===== src/hw/rtl/isu_pkg.sv =====
// ----------------------------------------------------------------------------
// isu_pkg
// Shared types and constants for the 1D Ising spin update unit.
// ----------------------------------------------------------------------------
`default_nettype none

package isu_pkg;

  localparam int SITE_W     = 10;
  localparam int COUNT_W    = 11;
  localparam int RAND_W     = 32;
  localparam int THR_W      = 33;
  localparam int SUM_W      = 12;
  localparam int CFG_IDX_W  = 3;
  localparam int CFG_DATA_W = 33;

  localparam logic [THR_W-1:0]   THR_SAT   = 33'h1_0000_0000;
  localparam logic [COUNT_W-1:0] MIN_SPINS = 11'd3;
  localparam int                 DEF_SPINS = 1024;

  // neighbour sum -2 / 0 / +2 as a table column
  localparam logic [1:0] NBR_MINUS2 = 2'd0;
  localparam logic [1:0] NBR_ZERO   = 2'd1;
  localparam logic [1:0] NBR_PLUS2  = 2'd2;

  typedef enum logic {
    OP_UPDATE = 1'b0,
    OP_WRITE  = 1'b1
  } op_t;

  typedef enum logic [CFG_IDX_W-1:0] {
    REG_USE_METROPOLIS = 3'd0,
    REG_SPIN_COUNT     = 3'd1,
    REG_THR_UP_M2      = 3'd2,
    REG_THR_UP_Z       = 3'd3,
    REG_THR_UP_P2      = 3'd4,
    REG_THR_DN_M2      = 3'd5,
    REG_THR_DN_Z       = 3'd6,
    REG_THR_DN_P2      = 3'd7
  } cfg_reg_t;

  typedef struct packed {
    logic              operation;
    logic [SITE_W-1:0] site;
    logic [RAND_W-1:0] random_fraction;
    logic              spin_value;
  } item_t;

  typedef struct packed {
    logic                    spin_after;
    logic                    changed;
    logic                    site_error;
    logic signed [SUM_W-1:0] magnetization;
    logic signed [SUM_W-1:0] bond_sum;
  } result_t;

  typedef struct packed {
    logic [CFG_IDX_W-1:0]  index;
    logic [CFG_DATA_W-1:0] data;
  } cfg_wr_t;

  // thr[current spin is +1][neighbour sum column]
  typedef struct packed {
    logic                          use_metropolis;
    logic [COUNT_W-1:0]            spin_count;
    logic [1:0][2:0][THR_W-1:0]    thr;
  } cfg_t;

  typedef struct packed {
    logic busy;
    logic restart;
  } fill_t;

  typedef struct packed {
    logic                    spin_new;
    logic                    changed;
    logic signed [SUM_W-1:0] mag_delta;
    logic signed [SUM_W-1:0] bond_delta;
  } dec_t;

endpackage

`default_nettype wire


===== src/hw/rtl/isu_stream_if.sv =====
// ----------------------------------------------------------------------------
// isu_stream_if
// Valid/ready channel carrying one payload per transaction.
// ----------------------------------------------------------------------------
`default_nettype none

interface isu_stream_if #(
  parameter type payload_t = logic
);
  logic     valid;
  logic     ready;
  payload_t payload;

  modport source (output valid, output payload, input ready);
  modport sink   (input valid, input payload, output ready);
endinterface

`default_nettype wire


===== src/hw/rtl/isu_spin_ram.sv =====
// ----------------------------------------------------------------------------
// isu_spin_ram
// One-bit spin memory: one write port, one registered read port, write-first.
// ----------------------------------------------------------------------------
`default_nettype none

module isu_spin_ram #(
  parameter int DEPTH = 1024,
  parameter int AW    = $clog2(DEPTH)
) (
  input  wire logic          clk,
  input  wire logic          we,
  input  wire logic [AW-1:0] waddr,
  input  wire logic          wdata,
  input  wire logic          re,
  input  wire logic [AW-1:0] raddr,
  output      logic          rdata
);

  logic mem [DEPTH];

  always_ff @(posedge clk) begin
    if (we) begin
      mem[waddr] <= wdata;
    end
    if (re) begin
      rdata <= (we && (waddr == raddr)) ? wdata : mem[raddr];
    end
  end

endmodule

`default_nettype wire


===== src/hw/rtl/isu_cfg_regs.sv =====
// ----------------------------------------------------------------------------
// isu_cfg_regs
// Configuration registers and the ring fill sequencer.
// ----------------------------------------------------------------------------
`default_nettype none

module isu_cfg_regs #(
  parameter int MAX_SPINS = 1024,
  parameter int AW        = $clog2(MAX_SPINS)
) (
  input  wire logic          clk,
  input  wire logic          rst,
  isu_stream_if.sink         cfg,
  output isu_pkg::cfg_t      regs,
  output isu_pkg::fill_t     fill,
  output      logic [AW-1:0] fill_addr
);

  localparam logic [isu_pkg::COUNT_W-1:0] RESET_COUNT =
    isu_pkg::COUNT_W'((MAX_SPINS < isu_pkg::DEF_SPINS) ? MAX_SPINS : isu_pkg::DEF_SPINS);
  localparam logic [AW-1:0] LAST_ADDR = AW'(MAX_SPINS - 1);

  logic [isu_pkg::COUNT_W-1:0] cnt_raw;
  logic [isu_pkg::COUNT_W-1:0] cnt_clamped;
  logic [isu_pkg::THR_W-1:0]   thr_in;

  assign cfg.ready = 1'b1;
  assign cnt_raw   = cfg.payload.data[isu_pkg::COUNT_W-1:0];

  always_comb begin
    if (cnt_raw < isu_pkg::MIN_SPINS) begin
      cnt_clamped = isu_pkg::MIN_SPINS;
    end else if (32'(cnt_raw) > 32'(MAX_SPINS)) begin
      cnt_clamped = isu_pkg::COUNT_W'(MAX_SPINS);
    end else begin
      cnt_clamped = cnt_raw;
    end
  end

  // anything above 2^32 saturates
  assign thr_in = (cfg.payload.data[isu_pkg::THR_W-1] && (|cfg.payload.data[isu_pkg::RAND_W-1:0]))
                  ? isu_pkg::THR_SAT : cfg.payload.data[isu_pkg::THR_W-1:0];

  always_ff @(posedge clk) begin
    if (rst) begin
      regs.use_metropolis <= 1'b1;
      regs.spin_count     <= RESET_COUNT;
      regs.thr            <= {6{isu_pkg::THR_SAT}};
      fill.busy           <= 1'b1;
      fill.restart        <= 1'b0;
      fill_addr           <= '0;
    end else begin
      fill.restart <= 1'b0;
      if (fill.busy) begin
        if (fill_addr == LAST_ADDR) begin
          fill.busy <= 1'b0;
        end else begin
          fill_addr <= fill_addr + 1'b1;
        end
      end
      if (cfg.valid) begin
        case (cfg.payload.index)
          isu_pkg::REG_USE_METROPOLIS: regs.use_metropolis <= cfg.payload.data[0];
          isu_pkg::REG_SPIN_COUNT: begin
            regs.spin_count <= cnt_clamped;
            fill.busy       <= 1'b1;
            fill.restart    <= 1'b1;
            fill_addr       <= '0;
          end
          isu_pkg::REG_THR_UP_M2: regs.thr[1][isu_pkg::NBR_MINUS2] <= thr_in;
          isu_pkg::REG_THR_UP_Z:  regs.thr[1][isu_pkg::NBR_ZERO]   <= thr_in;
          isu_pkg::REG_THR_UP_P2: regs.thr[1][isu_pkg::NBR_PLUS2]  <= thr_in;
          isu_pkg::REG_THR_DN_M2: regs.thr[0][isu_pkg::NBR_MINUS2] <= thr_in;
          isu_pkg::REG_THR_DN_Z:  regs.thr[0][isu_pkg::NBR_ZERO]   <= thr_in;
          isu_pkg::REG_THR_DN_P2: regs.thr[0][isu_pkg::NBR_PLUS2]  <= thr_in;
          default: ;
        endcase
      end
    end
  end

endmodule

`default_nettype wire


===== src/hw/rtl/isu_decide.sv =====
// ----------------------------------------------------------------------------
// isu_decide
// Metropolis / heat-bath decision for one site and the resulting sum deltas.
// ----------------------------------------------------------------------------
`default_nettype none

module isu_decide (
  input  wire logic                         op_write,
  input  wire logic [isu_pkg::RAND_W-1:0]   rnd,
  input  wire logic                         wval,
  input  wire logic                         spin_l,
  input  wire logic                         spin_c,
  input  wire logic                         spin_r,
  input  wire isu_pkg::cfg_t                regs,
  output      isu_pkg::dec_t                dec
);

  localparam logic signed [isu_pkg::SUM_W-1:0] D2 = isu_pkg::SUM_W'(2);
  localparam logic signed [isu_pkg::SUM_W-1:0] D4 = isu_pkg::SUM_W'(4);

  logic [1:0]                nbr_idx;
  logic [isu_pkg::THR_W-1:0] thr;
  logic [isu_pkg::THR_W-1:0] rnd_ext;
  logic                      spin_new;

  // count of +1 neighbours maps straight onto the column
  assign nbr_idx = {1'b0, spin_l} + {1'b0, spin_r};
  assign thr     = regs.thr[spin_c][nbr_idx];
  assign rnd_ext = {1'b0, rnd};

  always_comb begin
    if (op_write) begin
      spin_new = wval;
    end else if (regs.use_metropolis) begin
      spin_new = (rnd_ext <= thr) ? ~spin_c : spin_c;
    end else begin
      spin_new = (rnd_ext < thr);
    end
  end

  always_comb begin
    dec.spin_new   = spin_new;
    dec.changed    = (spin_new != spin_c);
    dec.mag_delta  = '0;
    dec.bond_delta = '0;
    if (dec.changed) begin
      dec.mag_delta = spin_new ? D2 : -D2;
      if (nbr_idx != isu_pkg::NBR_ZERO) begin
        dec.bond_delta = (spin_new == (nbr_idx == isu_pkg::NBR_PLUS2)) ? D4 : -D4;
      end
    end
  end

endmodule

`default_nettype wire


===== src/hw/rtl/ising_1d_spin_update_unit.sv =====
// Throughput: one item per cycle unless a fill pass or a stalled output holds items off; spin
// reads go to three copies of the ring memory.
// Reset: control and sums take their reset values at once, then a fill pass over all MAX_SPINS
// addresses sets every spin to +1 with items held off; each spin_count write starts the same pass.
// ----------------------------------------------------------------------------
// ising_1d_spin_update_unit
// Periodic 1D Ising ring with single-site Metropolis / heat-bath updates.
// ----------------------------------------------------------------------------
`default_nettype none

module ising_1d_spin_update_unit #(
  parameter int MAX_SPINS = 1024
) (
  input  wire logic    clk,
  input  wire logic    rst,
  isu_stream_if.sink   items,
  isu_stream_if.source results,
  isu_stream_if.sink   cfg
);

  localparam int AW = $clog2(MAX_SPINS);
  localparam logic signed [isu_pkg::SUM_W-1:0] RESET_SUM =
    isu_pkg::SUM_W'((MAX_SPINS < isu_pkg::DEF_SPINS) ? MAX_SPINS : isu_pkg::DEF_SPINS);

  isu_pkg::cfg_t  regs;
  isu_pkg::fill_t fill;
  logic [AW-1:0]  fill_addr;

  isu_cfg_regs #(.MAX_SPINS(MAX_SPINS), .AW(AW)) u_cfg (
    .clk       (clk),
    .rst       (rst),
    .cfg       (cfg),
    .regs      (regs),
    .fill      (fill),
    .fill_addr (fill_addr)
  );

  // accept side: neighbour addresses around the ring
  logic                        item_acc;
  logic [isu_pkg::COUNT_W-1:0] site_w;
  logic [isu_pkg::COUNT_W-1:0] left_w;
  logic [isu_pkg::COUNT_W-1:0] right_w;
  logic [isu_pkg::COUNT_W-1:0] site_inc;

  assign item_acc = items.valid && items.ready;
  assign site_w   = {1'b0, items.payload.site};
  assign site_inc = site_w + 1'b1;
  assign left_w   = (site_w == '0) ? regs.spin_count - 1'b1 : site_w - 1'b1;
  assign right_w  = (site_inc == regs.spin_count) ? '0 : site_inc;

  // stage 1: item with its three spins
  logic                       s1_valid;
  logic                       s1_adv;
  logic                       s1_write;
  logic                       s1_err;
  logic [isu_pkg::RAND_W-1:0] s1_rnd;
  logic                       s1_wval;
  logic [AW-1:0]              s1_site;
  logic                       spin_l;
  logic                       spin_c;
  logic                       spin_r;

  logic                       ram_we;
  logic [AW-1:0]              ram_waddr;
  logic                       ram_wdata;

  isu_pkg::dec_t              dec;

  isu_spin_ram #(.DEPTH(MAX_SPINS), .AW(AW)) u_ram_l (
    .clk (clk), .we (ram_we), .waddr (ram_waddr), .wdata (ram_wdata),
    .re (item_acc), .raddr (AW'(left_w)), .rdata (spin_l)
  );
  isu_spin_ram #(.DEPTH(MAX_SPINS), .AW(AW)) u_ram_c (
    .clk (clk), .we (ram_we), .waddr (ram_waddr), .wdata (ram_wdata),
    .re (item_acc), .raddr (AW'(site_w)), .rdata (spin_c)
  );
  isu_spin_ram #(.DEPTH(MAX_SPINS), .AW(AW)) u_ram_r (
    .clk (clk), .we (ram_we), .waddr (ram_waddr), .wdata (ram_wdata),
    .re (item_acc), .raddr (AW'(right_w)), .rdata (spin_r)
  );

  isu_decide u_decide (
    .op_write (s1_write),
    .rnd      (s1_rnd),
    .wval     (s1_wval),
    .spin_l   (spin_l),
    .spin_c   (spin_c),
    .spin_r   (spin_r),
    .regs     (regs),
    .dec      (dec)
  );

  logic                                out_valid;
  isu_pkg::result_t                    out_data;
  logic signed [isu_pkg::SUM_W-1:0]    mag;
  logic signed [isu_pkg::SUM_W-1:0]    bond;
  logic signed [isu_pkg::SUM_W-1:0]    mag_next;
  logic signed [isu_pkg::SUM_W-1:0]    bond_next;

  assign s1_adv      = s1_valid && (!out_valid || results.ready);
  assign items.ready = !fill.busy && (!s1_valid || s1_adv);

  assign ram_we    = fill.busy || (s1_adv && !s1_err && dec.changed);
  assign ram_waddr = fill.busy ? fill_addr : s1_site;
  assign ram_wdata = fill.busy ? 1'b1 : dec.spin_new;

  assign mag_next  = s1_err ? mag  : mag  + dec.mag_delta;
  assign bond_next = s1_err ? bond : bond + dec.bond_delta;

  assign results.valid   = out_valid;
  assign results.payload = out_data;

  always_ff @(posedge clk) begin
    if (rst) begin
      s1_valid  <= 1'b0;
      out_valid <= 1'b0;
      mag       <= RESET_SUM;
      bond      <= RESET_SUM;
    end else begin
      if (item_acc) begin
        s1_valid <= 1'b1;
      end else if (s1_adv) begin
        s1_valid <= 1'b0;
      end
      if (s1_adv) begin
        out_valid <= 1'b1;
      end else if (results.ready) begin
        out_valid <= 1'b0;
      end
      if (fill.restart) begin
        mag  <= isu_pkg::SUM_W'(regs.spin_count);
        bond <= isu_pkg::SUM_W'(regs.spin_count);
      end else if (s1_adv) begin
        mag  <= mag_next;
        bond <= bond_next;
      end
    end
  end

  always_ff @(posedge clk) begin
    if (item_acc) begin
      s1_write <= (items.payload.operation == isu_pkg::OP_WRITE);
      s1_err   <= (site_w >= regs.spin_count);
      s1_rnd   <= items.payload.random_fraction;
      s1_wval  <= items.payload.spin_value;
      s1_site  <= AW'(site_w);
    end
    if (s1_adv) begin
      out_data.spin_after    <= !s1_err && dec.spin_new;
      out_data.changed       <= !s1_err && dec.changed;
      out_data.site_error    <= s1_err;
      out_data.magnetization <= mag_next;
      out_data.bond_sum      <= bond_next;
    end
  end

endmodule

`default_nettype wire


===== src/flat_wrapper.sv =====
// flat-port wrapper written by rule: the top's interface ports become plain ports
module ising_1d_spin_update_unit_flat import isu_pkg::*;
#(
  parameter int MAX_SPINS = 1024
)
  (clk, rst, items_valid, items_payload, items_ready, results_valid, results_payload, results_ready, cfg_valid, cfg_payload, cfg_ready);
  isu_stream_if #(.payload_t(item_t)) items_i ();
  isu_stream_if #(.payload_t(result_t)) results_i ();
  isu_stream_if #(.payload_t(cfg_wr_t)) cfg_i ();
  input  wire logic clk;
  input  wire logic rst;
  input wire logic [$bits(items_i.valid)-1:0] items_valid;
  input wire logic [$bits(items_i.payload)-1:0] items_payload;
  output wire logic [$bits(items_i.ready)-1:0] items_ready;
  output wire logic [$bits(results_i.valid)-1:0] results_valid;
  output wire logic [$bits(results_i.payload)-1:0] results_payload;
  input wire logic [$bits(results_i.ready)-1:0] results_ready;
  input wire logic [$bits(cfg_i.valid)-1:0] cfg_valid;
  input wire logic [$bits(cfg_i.payload)-1:0] cfg_payload;
  output wire logic [$bits(cfg_i.ready)-1:0] cfg_ready;
  assign items_i.valid = items_valid;
  assign items_i.payload = items_payload;
  assign items_ready = items_i.ready;
  assign results_valid = results_i.valid;
  assign results_payload = results_i.payload;
  assign results_i.ready = results_ready;
  assign cfg_i.valid = cfg_valid;
  assign cfg_i.payload = cfg_payload;
  assign cfg_ready = cfg_i.ready;
  ising_1d_spin_update_unit #(.MAX_SPINS(MAX_SPINS)) u_core (.clk(clk), .rst(rst), .items(items_i), .results(results_i), .cfg(cfg_i));
endmodule

===== config.mk =====
export PLATFORM = sky130hd
export DESIGN_NAME = ising_1d_spin_update_unit_flat
export DESIGN_NICKNAME = d
export VERILOG_FILES = /design/src/hw/rtl/isu_pkg.sv /design/src/hw/rtl/isu_stream_if.sv /design/src/hw/rtl/isu_spin_ram.sv /design/src/hw/rtl/isu_cfg_regs.sv /design/src/hw/rtl/isu_decide.sv /design/src/hw/rtl/ising_1d_spin_update_unit.sv /design/src/flat_wrapper.sv
export SDC_FILE = /design/constraint.sdc
export NUM_CORES = 2
export LEC_CHECK = 0
export BUFFER_PORTS_ARGS = -buffer_cell sky130_fd_sc_hd__buf_2
export CAP_MARGIN = 20
export CORE_MARGIN = 1.5
export CORE_UTILIZATION = 43
export DETAILED_ROUTE_END_ITERATION = 10
export SLEW_MARGIN = 20
export SYNTH_ARGS = -nofsm -noshare
export SYNTH_HDL_FRONTEND = slang
export SYNTH_SLANG_ARGS = --single-unit

===== constraint.sdc =====
create_clock -name clk -period 21.8 [get_ports clk]
set_input_delay 5.45 -clock clk [delete_from_list [all_inputs] [get_ports clk]]
set_output_delay 5.45 -clock clk [all_outputs]
set_load 0.01 [all_outputs]

== Word-level counts from Yosys, hierarchy flattened ==
Memories as Yosys holds them, arrays and structs flattened. A register that Yosys moved wholly into a read port is not among the register bits.
Cells that the tools add are included.

* Muxes and demuxes: 38
* Eq/ne operators: 13
* Bitwise logic cells: 2
* Reduce and logical (&&, ||, !) cells: 31
* Order comparisons: 7
* $add $sub $neg: 7

{| class="wikitable"
|+ Operators by type and width
! cell !! count
|-
| 99-bit 2-to-1 mux || 2
|-
| 10-bit 2-to-1 mux || 7
|-
| 33-bit binary-select mux with 2-bit select || 1
|-
| 11-bit 2-to-1 mux || 6
|-
| 33-bit 2-to-1 mux || 2
|-
| 12-bit 2-to-1 mux || 5
|-
| 32-bit by 33-bit less-or-equal comparator with 1-bit output || 1
|-
| 32-bit by 33-bit < comparator with 1-bit output || 1
|-
| 32-bit OR reduction || 1
|-
| 12-bit adder || 2
|-
| 24-bit 2-to-1 mux || 1
|-
| 10-bit by 1-bit subtractor with 10-bit output (second input constant) || 2
|-
| 2-bit AND reduction || 8
|-
| 3-bit equality test (second input constant) || 4
|-
| 1-bit 2-to-1 mux || 12
|-
| 10-bit by 1-bit adder with 11-bit output (second input constant) || 1
|-
| 11-bit equality test || 1
|-
| 10-bit by 11-bit greater-or-equal comparator with 1-bit output || 1
|-
| 11-bit greater-than comparator (second input constant) || 1
|-
| 11-bit zero test || 1
|-
| 11-bit by 2-bit < comparator with 1-bit output (second input constant) || 1
|-
| 10-bit by 1-bit adder with 10-bit output (second input constant) || 1
|-
| 10-bit equality test (second input constant) || 1
|-
| 1-bit logical AND || 8
|-
| other kinds (16) || 27
|}

* Input bits: 85
* Word-level logic and storage cells: 128
* Bits in writable memories: 3072
* Output and inout port bits: 30
* Bits in registers: 320
* Memories: 3

{| class="wikitable"
|+ Memories
! name !! depth !! width !! read ports !! clocked after memory_dff !! wr ports !! line !! text
|-
| u_core.u_ram_c.mem || 1024 || 1 || 1 || 1 || 1 || isu_spin_ram.sv:20 || <nowiki>logic mem [DEPTH];</nowiki>
|-
| u_core.u_ram_l.mem || 1024 || 1 || 1 || 1 || 1 || isu_spin_ram.sv:20 ||
|-
| u_core.u_ram_r.mem || 1024 || 1 || 1 || 1 || 1 || isu_spin_ram.sv:20 ||
|}

== Longest topological paths before layout ==
* Word-level depth: 16
* Mapped depth: 36

== Hierarchy ==
Synthesis repeated with hierarchy kept, for this count alone.

* Cells, all modules: 11196
* Area total of the unflattened synthesis: 150670.8 sq um

{| class="wikitable"
|+ By module, submodules not included
! module !! area each (sq um) !! cells an instance !! sequential area each (sq um) !! instances
|-
| isu_spin_ram || 44592.8 || 3094 || 30779.5 || 3
|-
| isu_cfg_regs || 8669.6 || 1103 || 4444.3 || 1
|-
| ising_1d_spin_update_unit || 5771.8 || 564 || 2682.6 || 1
|-
| isu_decide || 2451.1 || 247 || 0.0 || 1
|}

== Worst setup path after synthesis ==
Ideal clock, no wire load.

* Path kind: register to register
* Start: register u_core.u_ram_r.rdata, read port of u_core.u_ram_r.mem
* End: memory u_core.u_ram_l.mem[0], data pin
* Buffers on the path: 3
* Cell stages (with the launch flop): 17
* Setup slack: -1.192 ns
* Arrival time: 19.520 ns
* Library setup time: 3.472 ns
* Path through: edfxtp_1 > ha_1 > clkbuf_1 > buf_1 > mux4_2 > a22oi_1 > ha_1 > nor2b_1 > o21a_1 > o21a_1 > o21ai_0 > a21oi_1 > o31a_1 > o211a_1 > a211oi_1 > or2_2 > clkbuf_1

* Longest elaborated chain between the ends: 8

{| class="wikitable"
|+ Ends and longest elaborated chain
! element !! line !! text
|-
| start, declared || isu_spin_ram.sv:17 || <nowiki>output logic rdata</nowiki>
|-
| 1-bit by 1-bit adder with 2-bit output (*) || isu_decide.sv:27 || <nowiki>assign nbr_idx = {1'b0, spin_l} + {1'b0, spin_r};</nowiki>
|-
| 33-bit binary-select mux with 2-bit select (*) || isu_decide.sv:28 || <nowiki>assign thr = regs.thr[spin_c][nbr_idx];</nowiki>
|-
| 33-bit 2-to-1 mux (not written as such) (*) || isu_decide.sv:28 ||
|-
| 32-bit by 33-bit less-or-equal comparator with 1-bit output || isu_decide.sv:35 || <nowiki>spin_new = (rnd_ext <= thr) ? ~spin_c : spin_c;</nowiki>
|-
| 1-bit 2-to-1 mux || isu_decide.sv:35 ||
|-
| 1-bit 2-to-1 mux (*) || isu_decide.sv:34 || <nowiki>end else if (regs.use_metropolis) begin</nowiki>
|-
| 1-bit 2-to-1 mux (*) || isu_decide.sv:32 || <nowiki>if (op_write) begin</nowiki>
|-
| 1-bit 2-to-1 mux (*) || ising_1d_spin_update_unit.sv:105 || <nowiki>assign ram_wdata = fill.busy ? 1'b1 : dec.spin_new;</nowiki>
|-
| named net u_core.ram_wdata || ising_1d_spin_update_unit.sv:65 || <nowiki>logic ram_wdata;</nowiki>
|-
| end, declared || isu_spin_ram.sv:20 ||
|}

Mark *: on every way through the listed nets, which the timed path passes. The rest lies on a longest branch. The select of a mux whose other input is x is not followed.

== Final worst setup path ==
* Start: input port items_payload[33]
* End: register u_core.u_ram_l.rdata, read port of u_core.u_ram_l.mem, data pin

* Longest elaborated chain between the ends: 2

{| class="wikitable"
|+ Ends and longest elaborated chain
! element !! line !! text
|-
| start, declared || flat_wrapper.sv:13 || <nowiki>input wire logic [$bits(items_i.payload)-1:0] items_payload;</nowiki>
|-
| 10-bit by 1-bit subtractor with 10-bit output or 11-bit zero test (tied branches) || ising_1d_spin_update_unit.sv:48 || <nowiki>assign left_w = (site_w == '0) ? regs.spin_count - 1'b1 : site_w - 1'b1;</nowiki>
|-
| 10-bit 2-to-1 mux (*) || ising_1d_spin_update_unit.sv:48 ||
|-
| end, declared || isu_spin_ram.sv:17 ||
|}

Mark *: on every way between the ends. The rest lies on a longest branch, timed or not.
A chain may end at the register's enable or synchronous reset.

==> impl_metrics.env <==
export IMPL_synth_enable_flop_cells=1098
export IMPL_grt_usage_pct=35.87
export IMPL_dp_hpwl_mm=201.3
export IMPL_slew_viol_final=0
export IMPL_wire_per_inst_um=34.57
export IMPL_run_status="complete, but fails checks"
export IMPL_drtAntennaViolNets=0
export IMPL_p_leak_nw=24.81
export IMPL_layout_drive_gt1_share_pct=17.27
export IMPL_final_fill_count=16790
export IMPL_clkTransAtPathRegs_ns=0.06
export IMPL_synth_seq_area_share_pct=47.32
export IMPL_cts_setup_buffers=0
export IMPL_yosysWarnings=0
export IMPL_cts_hold_buf=0
export IMPL_cts_tree="built"
export IMPL_finalHoldViolations=0
export IMPL_preCtsSetupSlack_ns=7.655
export IMPL_viasPerCell=7.124
export IMPL_cts_resized=0
export IMPL_design_area_um2=88450
export IMPL_rsz0062_at_grt="no"
export IMPL_setup_tns_ns=0
export IMPL_synth_top_flop_cell="edfxtp_1"
export IMPL_finalSetupViolations=0
export IMPL_synth_cell_types=109
export IMPL_final_common_cell="nand2_1"
export IMPL_crit_path_start_kind="primary input"
export IMPL_min_period_over_period_pct=61.63
export IMPL_die_h_um=434.7
export IMPL_syn_to_final_growth_pct=10.40
export IMPL_vias=71230
export IMPL_numCtsBuffers=152
export IMPL_clock_root_buffer="clkbuf_16"
export IMPL_syn_avg_cell_area_um2=10.48
export IMPL_arrival_ns=14.10
export IMPL_grt_pass1_vias=65240
export IMPL_pin_count=115
export IMPL_endpoint_kind="flip-flop"
export IMPL_dieWidth_um=434.7
export IMPL_cts_htree_levels=4
export IMPL_syn_nets=7793
export IMPL_critPathRequiredTime_ns=22.47
export IMPL_postRouteWirelength_mm=345.7
export IMPL_grt_start_max_net_pins=282
export IMPL_fmax_ghz=0.07443
export IMPL_vdd_drop_max_mv=0.09842
export IMPL_clockBufferDepth=3
export IMPL_powerDensity_nw_per_um2=70.58
export IMPL_clock_sinks=1345
export IMPL_start_util_pct=43.25
export IMPL_drcViolationCount=37
export IMPL_layout_common_cells="nand2_1, nor2_1, edfxtp_1, mux4_2, a21oi_1"
export IMPL_drt_iter0_drc=13170
export IMPL_crit_type="in -> reg"
export IMPL_first_pass_iters=11
export IMPL_layout_setup_ws_ns=8.364
export IMPL_io_buffers=113
export IMPL_ys_seq_elements=1345
export IMPL_die_area_um2=188900
export IMPL_core_um2=185200
export IMPL_drv_cap=0
export IMPL_tightest_slew_ns=1.276
export IMPL_dpl_cell_area_um2=83050
export IMPL_slew_headroom_pct=14.95
export IMPL_crit_fanout=152
export IMPL_synth_cells=7646
export IMPL_fin_worst_skew_ns=0.05522
export IMPL_nNetsFinal=7503
export IMPL_rows=158
export IMPL_gp_congestion=1.001
export IMPL_clk_latency_ns=0.86
export IMPL_grt_pass1_wl_mm=485.3
export IMPL_antenna_found_initial=27
export IMPL_violations="design-rule violations"
export IMPL_min_period_ns=13.44
export IMPL_min_path_type="reg -> reg"
export IMPL_grt_overflow=0
export IMPL_async_reset_ff_share_pct=0
export IMPL_netlist_area_um2=80120
-- through the flow --
| step | std cells | total power, mW | hold WS [ns] | util (%) |
|---|---|---|---|---|
| 2_1_floorplan | 7646 | 3.230 | 0.4076 | - |
| 3_5_place_dp | 9675 | 3.553 | 0.4290 | 44.83 |
| 6_report | 9998 | 6.243 | 0.4416 | 47.75 |
| 4_1_cts | 9958 | 6.191 | 0.4425 | 47.60 |
| 3_3_place_gp | 9670 | 3.549 | 0.4198 | 44.79 |
| 5_1_grt | 9969 | 6.342 | 0.4459 | 47.71 |
-- worst max-delay path: stages --
cell and delay (ns):
buf_8 0.24, inv_8 0.42, ha_4 0.21, or3b_2 0.53, o31ai_4 0.20, buf_4 0.47
nand2_8 0.49, clkinv_8 0.57, ha_2 0.38, nor4bb_1 0.60, a32o_1 0.60, nor2_4 0.30
buf_12 0.33, mux2i_1 0.26, mux4_2 0.52, a2bb2oi_1 0.16, a2111oi_0 0.69, a2111oi_0 0.23
o21ai_0 0.28, and3_1 0.36, a211oi_1 0.08, o31ai_1 0.25
-- cell usage after synthesis, types with 36 or more instances --
library cell  instances  area share, %
a221oi_1             57           0.62
buf_1               121           0.57
mux4_2              499             14
o211ai_1             41           0.38
xnor2_1              63           0.69
buf_2               140           0.87
a311oi_1             84           0.92
nand4_1              40           0.31
clkbuf_1            481            2.3
a2111oi_0            37           0.40
nand2_1            1258            5.9
mux2i_1             224            2.8
dfxtp_1             247            6.2
mux2_2               68           0.96
nor2_1             1222            5.7
ha_1                 61           0.95
nand3_1             190            1.2
nand2b_1             39           0.30
a211oi_1             91           0.85
and3_1               83           0.65
edfxtp_1           1098             41
a22oi_1              41           0.38
a31oi_1             123           0.96
a32oi_1              55           0.60
inv_1                36           0.17
o22ai_1              43           0.34
a21oi_1             384            2.4
o21ai_0             163            1.0
nor3_1              109           0.68
o221ai_1             39           0.43
-- power breakdown --
part,leakage (nW),switching [mW],internal [mW]
Clock,2.50,1.15,1.54
Combinational,14.0,0.597,0.209
Sequential,8.36,0.00434,2.75
Total,24.8,1.75,4.49
-- layer usage --
layer	share of wire, %	up-vias	GRT usage, %
met4	7.8	28	23.49
met1	35	35020	45.36
met5	0.095	-	0
li1	-	28090	-
met3	16	1557	15.22
met2	41	6537	49.93
-- cell type report --
type                       instances  area [um^2]  area share (%)
multi-input combinational       5480        39530           44.69
sequential                      1345        37920           42.87
clock buffer                     201         4225           4.777
tap                             2480         3103           3.508
timing repair buffer             337         2526           2.856
clock inverter                    82        899.6           1.017
inverter                          40        172.7          0.1952
antenna                           33        82.58         0.09336
-- worst paths after layout --
check / start / endpoint / slack, ns / cells after the start
max reg2reg: u_core.u_ram_l.rdata$_DFFE_PP_ / u_core.mag[11]$_SDFFE_PP0P_ / 13.16 / 30
min: u_core.bond[0]$_SDFFE_PP0P_ / u_core.results.payload[0]$_DFFE_PP_ / 0.44 / 0
max: items_payload[33] / u_core.u_ram_l.rdata$_DFFE_PP_ / 8.36 / 22
min reg2reg: u_core.bond[0]$_SDFFE_PP0P_ / u_core.results.payload[0]$_DFFE_PP_ / 0.44 / 0
-- kinds of logic (layout without fill, tap and decap cells) --
| family | Yosys count | in the layout | synth area share, % |
|---|---|---|---|
| fa+ha+maj | 62 | 62 | 0.9776 |
| mux | 793 | 793 | 17.85 |
| buf+inv | 821 | 660 | 4.366 |
| flops | 1345 | 1345 | 47.32 |
| other cells | 1 | 34 | 0.004680 |
| xor+xnor | 95 | 95 | 1.056 |
| compound gates | 1405 | 1405 | 12.11 |
| simple gates | 3124 | 3124 | 16.32 |
-- registers in the layout (all words and copies together) (netlist names), 2 cells and up --
signal / count
u_core.s1_rnd: 32
u_core.s1_site: 10
u_core.u_cfg.fill: 2
u_core.u_cfg.fill_addr: 10
u_core.mag: 11
u_core.u_ram_r.mem: 678
u_core.u_cfg.regs: 210
u_core.u_ram_l.mem: 346
u_core.results.payload: 26
u_core.bond: 12
Note: power is estimated with default switching activity, not from simulation.
